===== src/design/hpc_pkg.sv =====
// Shared types, register codes and arithmetic helpers of the hodgepodge cell update unit.
package hpc_pkg;

  localparam int unsigned CellW   = 8;
  localparam int unsigned CntW    = 4;
  localparam int unsigned RecipW  = 17;
  localparam int unsigned RecipSh = 16;
  localparam int unsigned ProdW   = CellW + RecipW;
  localparam int unsigned QSumW   = CntW + 1;
  localparam int unsigned CfgIdxW = 3;

  typedef logic [CellW-1:0] cell_t;

  typedef enum logic [CfgIdxW-1:0] {
    CFG_STATE_COUNT      = 3'd0,
    CFG_INFECTED_DIVISOR = 3'd1,
    CFG_ILL_DIVISOR      = 3'd2,
    CFG_INFECTION_RATE   = 3'd3,
    CFG_VARIANT          = 3'd4
  } cfg_idx_e;

  // Window census: counts, wrapping sum and the class of the centre cell.
  typedef struct packed {
    logic [CntW-1:0] ill_cnt;
    logic [CntW-1:0] inf_cnt;
    cell_t           total;
    logic            centre_zero;
    logic            centre_below;
  } census_t;

  // Reciprocal ceil(2^16 / (n + 1)) for n = 0..9. With a sum below 256 the
  // truncated product is the exact quotient, so no correction step is needed.
  function automatic logic [RecipW-1:0] recip_of(input logic [CntW-1:0] n);
    logic [RecipW-1:0] r;
    unique case (n)
      4'd0:    r = 17'd65536;
      4'd1:    r = 17'd32768;
      4'd2:    r = 17'd21846;
      4'd3:    r = 17'd16384;
      4'd4:    r = 17'd13108;
      4'd5:    r = 17'd10923;
      4'd6:    r = 17'd9363;
      4'd7:    r = 17'd8192;
      4'd8:    r = 17'd7282;
      4'd9:    r = 17'd6554;
      default: r = '0;
    endcase
    return r;
  endfunction

  // Restoring division of a count (at most nine) by a divisor of at least one.
  function automatic logic [CntW-1:0] div_count(input logic [CntW-1:0] n,
                                                input cell_t           d);
    logic [CntW-1:0] q;
    cell_t           rem;
    q   = '0;
    rem = '0;
    for (int i = CntW - 1; i >= 0; i--) begin
      rem = {rem[CellW-2:0], n[i]};
      if (rem >= d) begin
        rem  = rem - d;
        q[i] = 1'b1;
      end
    end
    return q;
  endfunction

endpackage


===== src/design/hodgepodge_cell_update_unit.sv =====
// Top level of the hodgepodge cell update unit: configuration registers and three-stage pipeline.
//
// The unit takes one 3x3 window of 8-bit cells per item and returns the
// centre's next hodgepodge state as exactly one result item. It is a
// three-stage pipeline that accepts a new window every cycle while in_stall_o
// is low: the first stage counts ill and infected cells and forms the
// wrapping sum, the second divides the counts by k1 and k2 and multiplies
// the sum by a reciprocal of (infected + 1), and the third adds g, selects
// by the centre's class and caps at the ill level. The result passes the
// stage 1, 2 and 3 registers in turn after its window is accepted and then
// stays on the output until taken. When the output is stalled, the stages
// fill one by one and in_stall_o rises only once all three hold an item.
// Configuration writes take effect at once and must be made while no item is in flight.
module hodgepodge_cell_update_unit import hpc_pkg::*; (
  input  logic               clk_i,
  input  logic               rst_ni,
  // Configuration write port.
  input  logic               cfg_we_i,
  input  logic [CfgIdxW-1:0] cfg_idx_i,
  input  logic [CellW-1:0]   cfg_wdata_i,
  // Input item channel.
  input  logic               in_valid_i,
  output logic               in_stall_o,
  input  logic [CellW-1:0]   up_left_i,
  input  logic [CellW-1:0]   up_mid_i,
  input  logic [CellW-1:0]   up_right_i,
  input  logic [CellW-1:0]   mid_left_i,
  input  logic [CellW-1:0]   centre_i,
  input  logic [CellW-1:0]   mid_right_i,
  input  logic [CellW-1:0]   down_left_i,
  input  logic [CellW-1:0]   down_mid_i,
  input  logic [CellW-1:0]   down_right_i,
  // Result item channel.
  output logic               out_valid_o,
  input  logic               out_stall_i,
  output logic [CellW-1:0]   next_state_o
);

  // Configuration registers, reset to the documented defaults.
  cell_t state_count_q;
  cell_t infected_divisor_q;
  cell_t ill_divisor_q;
  cell_t infection_rate_q;
  logic  variant_q;

  always_ff @(posedge clk_i or negedge rst_ni) begin
    if (!rst_ni) begin
      state_count_q      <= 8'd255;
      infected_divisor_q <= 8'd1;
      ill_divisor_q      <= 8'd1;
      infection_rate_q   <= 8'd0;
      variant_q          <= 1'b0;
    end else if (cfg_we_i) begin
      unique case (cfg_idx_i)
        CFG_STATE_COUNT:      state_count_q      <= cfg_wdata_i;
        CFG_INFECTED_DIVISOR: infected_divisor_q <= cfg_wdata_i;
        CFG_ILL_DIVISOR:      ill_divisor_q      <= cfg_wdata_i;
        CFG_INFECTION_RATE:   infection_rate_q   <= cfg_wdata_i;
        CFG_VARIANT:          variant_q          <= cfg_wdata_i[0];
        default: ;
      endcase
    end
  end

  // The ill level is q in the net rule and q-1 (wrapping) in the classic rule.
  cell_t level;
  cell_t div1;
  cell_t div2;
  assign level = variant_q ? state_count_q : state_count_q - 8'd1;
  // A divisor of zero behaves as one.
  assign div1  = (infected_divisor_q == '0) ? 8'd1 : infected_divisor_q;
  assign div2  = (ill_divisor_q == '0) ? 8'd1 : ill_divisor_q;

  // Stage enables: a stage moves when it is empty or the next one moves.
  logic v1_q, v2_q, v3_q;
  logic en1, en2, en3;
  assign en3        = !v3_q || !out_stall_i;
  assign en2        = !v2_q || en3;
  assign en1        = !v1_q || en2;
  assign in_stall_o = !en1;

  // Stage 1: window census.
  cell_t   cells [9];
  census_t census;
  census_t cen1_q;

  assign cells[0] = up_left_i;
  assign cells[1] = up_mid_i;
  assign cells[2] = up_right_i;
  assign cells[3] = mid_left_i;
  assign cells[4] = centre_i;
  assign cells[5] = mid_right_i;
  assign cells[6] = down_left_i;
  assign cells[7] = down_mid_i;
  assign cells[8] = down_right_i;

  hpc_census u_census (
    .cells_i   (cells),
    .level_i   (level),
    .variant_i (variant_q),
    .census_o  (census)
  );

  always_ff @(posedge clk_i or negedge rst_ni) begin
    if (!rst_ni) begin
      v1_q <= 1'b0;
    end else if (en1) begin
      v1_q <= in_valid_i;
    end
  end

  always_ff @(posedge clk_i) begin
    if (en1 && in_valid_i) begin
      cen1_q <= census;
    end
  end

  // Stage 2: count quotients for a zero centre, reciprocal product for the average.
  logic [QSumW-1:0] qsum_d, qsum2_q;
  logic [ProdW-1:0] prod_d, prod2_q;
  logic             zero2_q, below2_q;

  assign qsum_d = QSumW'(div_count(cen1_q.inf_cnt, div1))
                + QSumW'(div_count(cen1_q.ill_cnt, div2));
  assign prod_d = ProdW'(cen1_q.total) * ProdW'(recip_of(cen1_q.inf_cnt));

  always_ff @(posedge clk_i or negedge rst_ni) begin
    if (!rst_ni) begin
      v2_q <= 1'b0;
    end else if (en2) begin
      v2_q <= v1_q;
    end
  end

  always_ff @(posedge clk_i) begin
    if (en2 && v1_q) begin
      qsum2_q  <= qsum_d;
      prod2_q  <= prod_d;
      zero2_q  <= cen1_q.centre_zero;
      below2_q <= cen1_q.centre_below;
    end
  end

  // Stage 3: select by centre class, add g, cap at the ill level.
  cell_t avg;
  cell_t raw;
  cell_t next_d, next_q;

  assign avg = prod2_q[RecipSh +: CellW];

  always_comb begin
    priority if (zero2_q) begin
      raw = CellW'(qsum2_q);
    end else if (below2_q) begin
      raw = avg + infection_rate_q;
    end else begin
      raw = '0;
    end
    next_d = (raw > level) ? level : raw;
  end

  always_ff @(posedge clk_i or negedge rst_ni) begin
    if (!rst_ni) begin
      v3_q <= 1'b0;
    end else if (en3) begin
      v3_q <= v2_q;
    end
  end

  always_ff @(posedge clk_i) begin
    if (en3 && v2_q) begin
      next_q <= next_d;
    end
  end

  assign out_valid_o  = v3_q;
  assign next_state_o = next_q;

  // A delivered state never exceeds the ill level.
  assert property (@(posedge clk_i) disable iff (!rst_ni)
    out_valid_o |-> (next_state_o <= level))
    else $error("result above ill level");

  // Input backpressure only arises with all three stages occupied.
  assert property (@(posedge clk_i) disable iff (!rst_ni)
    in_stall_o |-> (v1_q && v2_q && v3_q))
    else $error("input stalled with a free stage");

  // An item in stage 1 that may advance reaches stage 2.
  assert property (@(posedge clk_i) disable iff (!rst_ni)
    (v1_q && en2) |=> v2_q)
    else $error("item lost between stage 1 and stage 2");

  // A held result, with an item behind it in stage 2, is not dropped while stalled.
  assert property (@(posedge clk_i) disable iff (!rst_ni)
    (v3_q && out_stall_i && v2_q) |=> (v3_q && v2_q))
    else $error("pipeline dropped an item under stall");

endmodule


===== src/design/hpc_census.sv =====
// Classifies the nine window cells and forms the ill count, infected count and wrapping sum.
module hpc_census import hpc_pkg::*; (
  input  cell_t               cells_i [9],
  input  cell_t               level_i,
  input  logic                variant_i,
  output census_t             census_o
);

  logic [8:0] ill_bits;
  logic [8:0] inf_bits;

  always_comb begin
    for (int i = 0; i < 9; i++) begin
      ill_bits[i] = (cells_i[i] == level_i);
      // The net rule counts every nonzero cell as infected, ill ones too.
      inf_bits[i] = (cells_i[i] != '0) && (variant_i || (cells_i[i] != level_i));
    end
  end

  always_comb begin
    logic [CntW-1:0] ill_sum;
    logic [CntW-1:0] inf_sum;
    cell_t           total;
    ill_sum = '0;
    inf_sum = '0;
    total   = '0;
    for (int i = 0; i < 9; i++) begin
      ill_sum = ill_sum + CntW'(ill_bits[i]);
      inf_sum = inf_sum + CntW'(inf_bits[i]);
      total   = total + cells_i[i];
    end
    census_o.ill_cnt      = ill_sum;
    census_o.inf_cnt      = inf_sum;
    census_o.total        = total;
    census_o.centre_zero  = (cells_i[4] == '0);
    census_o.centre_below = (cells_i[4] != '0) && (cells_i[4] < level_i);
  end

endmodule

===== config.mk =====
export PLATFORM = sky130hd
export DESIGN_NAME = hodgepodge_cell_update_unit
export DESIGN_NICKNAME = d
export VERILOG_FILES = /design/src/design/hpc_pkg.sv /design/src/design/hodgepodge_cell_update_unit.sv /design/src/design/hpc_census.sv
export SDC_FILE = /design/constraint.sdc
export NUM_CORES = 1
export LEC_CHECK = 0
export BUFFER_PORTS_ARGS = -buffer_cell sky130_fd_sc_hd__clkbuf_2
export CAP_MARGIN = 20
export CELL_PAD_IN_SITES_DETAIL_PLACEMENT = 0
export CELL_PAD_IN_SITES_GLOBAL_PLACEMENT = 1
export CORE_MARGIN = 2
export CORE_UTILIZATION = 40
export CTS_CLUSTER_DIAMETER = 30
export DETAILED_ROUTE_END_ITERATION = 10
export HOLD_SLACK_MARGIN = 0.06
export PLACE_DENSITY = 0.69
export SLEW_MARGIN = 20
export SYNTH_ARGS = -nofsm -noshare
export SYNTH_HDL_FRONTEND = slang
export SYNTH_SLANG_ARGS = --single-unit

===== constraint.sdc =====
create_clock -name clk_i -period 11.19 [get_ports clk_i]
set_input_delay 1.119 -clock clk_i [delete_from_list [all_inputs] [get_ports clk_i]]
set_output_delay 1.119 -clock clk_i [all_outputs]
set_load 0.02 [all_outputs]

==> out/qor.txt <==
Initial Util: 40.6%
CP max stage cell: nor4_1
Clock skew: 0.00523 ns
Final wirelength: 34100 um
Post-synthesis register bit count: 94
IO Port Bufs: 97
Initial antenna violation count: 0
Die X-Extent: 186 um
Mapped Nets: 1770
Root Driver: clkbuf_16
Final hold violations: 0
DP Wirelength: 28200 um
Leakage power: 6.82 nW
Final cell count without fillers: 1922
Gr usage total: 20.9%
Vias in the first global route: 10471
First-pass GRT wire length: 55600 um
Syn Area/Cell: 9.51 um2
Core area: 32500 um2
Peak Freq: 119 MHz
Clk sinks: 94
Final hold slack: 0.429 ns
Reg2reg setup slack: 2.76 ns
Total number of vias: 9988
Setup crit end: qsum2_q[4]$_DFFE_PP_
Main synth FF type: edfxtp_1
Post-route clock period utilization: 75.4%
Worst-path fanout max: 9
Asr flop ratio synth: 38.3%
Period minus WS final: 8.43 ns
Setup repair bufs after CTS: 0
Area Growth Syn to Fin: 9.65%
# setup viols final: 0
Yosys warnings: 0
CP startpoint kind: flop
Worst skew pair latency: 0.35 ns
Gp weighted congestion: 0.856
Worst slew pin tran: 0.976 ns
Htree depth: 3
I/O pins: 98
Antenna viol nets, final: 0
Required time of the critical path: 11.30 ns
Total CTS buffers: 9
Status: finished, final reports clean
Synth Cell Area: 13200 um2
Via density: 5.20
CTS max path bufs: 2
Rel. slew slack: 35.0%
Dpl cells: 1906
CP Launch Point: ill_divisor_q[2]$_DFFE_PN0P_
DR WL/cell: 17.7 um
Post-Synthesis Cells: 1390
Sequential element share of the synthesized area: 18.8%
Post-layout worst setup margin: 2.76 ns
DIE AREA: 34500 um2
Setup WS pre-CTS: 2.85 ns
Cell variety after synth: 69
HP Class: flop to flop
RR Endpoint: qsum2_q[4]$_DFFE_PP_
CP arrival: 8.54 ns
Max-slew violations: 0
Worst-case reg-to-reg path depth: 33
RSZ-0062 raised after global routing: no
Max cap viols: 0
Post-synth EDFFs: 41
Setup TNS: 0 ns
DRC Markers: 0
Pwr/cell area: 239 nW/um2
Num rows: 66
Die Y: 186 um
FF-to-FF Start: ill_divisor_q[2]$_DFFE_PN0P_
Drt first-iter violations: 474
Peak supply drop: 0.000118 V
Post-CTS Resized: 0
Crit-path max cell delay: 0.51 ns
Most frequent CP cell: ha_1
Gr ovfl total: 0
Final #Nets: 1855
Pwr Total: 3.47 mW
Share of layout cells above drive strength 1: 12.5%
Worst-path clk slew: 0.07 ns
CP Class: flop to flop
Ant. Diodes: 0
CP endpoint kind: flop
Total iterations of the first detailed-routing run: 5
Largest net degree at the start of global routing: 37
CTS tree: done
Post-CTS Hold Buffers: 0
stage by stage:
step | instance area, um2 | utilization (%)
final | 14500 | 44.5
after global routing | 14500 | 44.5
after CTS | 14500 | 44.5
after detailed placement | 14200 | 43.7
after global placement | 14200 | 43.7
after floorplan | 13200 | -
synth_stat cells, drive strengths merged (3+ instances only):
master | n | share of area, %
o21ai | 59 | 2.2
a21oi | 48 | 1.9
o31ai | 6 | 0.34
clkbuf | 23 | 0.65
xor2 | 33 | 2.2
mux2i | 14 | 1.1
nand2 | 130 | 3.7
fa | 149 | 23
buf | 5 | 0.19
o22ai | 3 | 0.19
nor2b | 17 | 0.80
nand2b | 11 | 0.52
a21o | 25 | 1.4
xnor2 | 90 | 6.2
or3 | 10 | 0.47
o211ai | 5 | 0.28
dfstp | 10 | 2.0
nor4bb | 3 | 0.23
edfxtp | 41 | 9.3
a211oi | 14 | 0.95
or4 | 4 | 0.23
ha | 143 | 14
a31oi | 10 | 0.47
nor3 | 28 | 1.1
and3 | 9 | 0.43
dfxtp | 17 | 2.6
o31a | 4 | 0.26
and2 | 66 | 3.1
o2111ai | 5 | 0.33
o21a | 19 | 1.1
dfrtp | 26 | 4.9
nand4 | 10 | 0.47
nand3 | 15 | 0.57
nor2 | 45 | 1.3
nor4 | 21 | 0.99
inv | 194 | 5.5
nor4b | 3 | 0.25
a22oi | 5 | 0.28
mux2 | 39 | 3.3
a21boi | 5 | 0.28
routing by layer:
| metal | vias up | wire length (um) | track usage, % |
|---|---|---|---|
| met5 | - | 0 | 0 |
| met4 | 0 | 416 | 3.94 |
| met3 | 27 | 1180 | 2.09 |
| met2 | 212 | 16700 | 36.4 |
| met1 | 4892 | 15800 | 28.4 |
| li1 | 4857 | - | - |
cell families (layout without fill, tap and decap cells):
kind of cell	Yosys count	after routing	share of synthesized area, %
muxes	53	53	4.38
xor gates and xnor gates	123	123	8.38
AOI/OAI and AO/OA	224	224	11.1
buffers and inverters	222	312	6.35
adders and majority gates	292	292	36.1
DFF	94	94	18.8
and+or+nand+nor	382	382	14.8
cells in the final DEF, fill, tap and decap left out, types with 17 or more instances in the layout:
cell | synthesis | final
inv_1 | 194 | 194
fa_1 | 149 | 149
ha_1 | 143 | 143
nand2_1 | 130 | 130
clkbuf_2 | 0 | 97
xnor2_1 | 86 | 86
and2_1 | 66 | 66
o21ai_0 | 52 | 52
a21oi_1 | 46 | 46
nor2_1 | 44 | 44
edfxtp_1 | 41 | 41
mux2_2 | 39 | 39
xor2_1 | 33 | 33
nor3_1 | 28 | 28
dfrtp_1 | 26 | 26
a21o_1 | 25 | 25
nor4_1 | 21 | 21
o21a_1 | 18 | 18
nor2b_1 | 17 | 17
dfxtp_1 | 17 | 17
report_power, final:
group          internal (mW)  switching [mW]  total (mW)
clock network          0.171           0.132       0.303
registers              0.515           0.164       0.679
logic                   1.11            1.38        2.49
worst min-delay path by stage:
stage                              from            endpoint  slack (ns)  cells past startpoint
finish              cen1_q[1]$_DFFE_PP_   zero2_q$_DFFE_PP_        0.43                      0
global route        cen1_q[1]$_DFFE_PP_   zero2_q$_DFFE_PP_        0.44                      0
CTS                 cen1_q[1]$_DFFE_PP_   zero2_q$_DFFE_PP_        0.43                      0
detailed placement  cen1_q[0]$_DFFE_PP_  below2_q$_DFFE_PP_        0.41                      0
global placement    cen1_q[0]$_DFFE_PP_  below2_q$_DFFE_PP_        0.41                      0
floorplan           cen1_q[0]$_DFFE_PP_  below2_q$_DFFE_PP_        0.40                      0
final cells by class:
class,count,area [um2]
inverters,194,728
well taps,442,553
clock inverters,2,16.3
repair buffers,102,523
fillers,3288,18000
multi-input cells,1074,9910
clock buffers,14,275
flip-flops and latches,94,2480
worst max-delay path: cells and delay by family (launching register included):
family | cells | cell delay, ns
buffers and inverters | 3 | 0.24
multiplexers | 2 | 0.81
AND/OR/NAND/NOR | 7 | 1.53
AO/OA/AOI/OAI | 14 | 3.42
adder cells (fa/ha/maj) | 7 | 1.80
flip-flops | 1 | 0.37
Note: power is estimated with default switching activity, not from simulation.
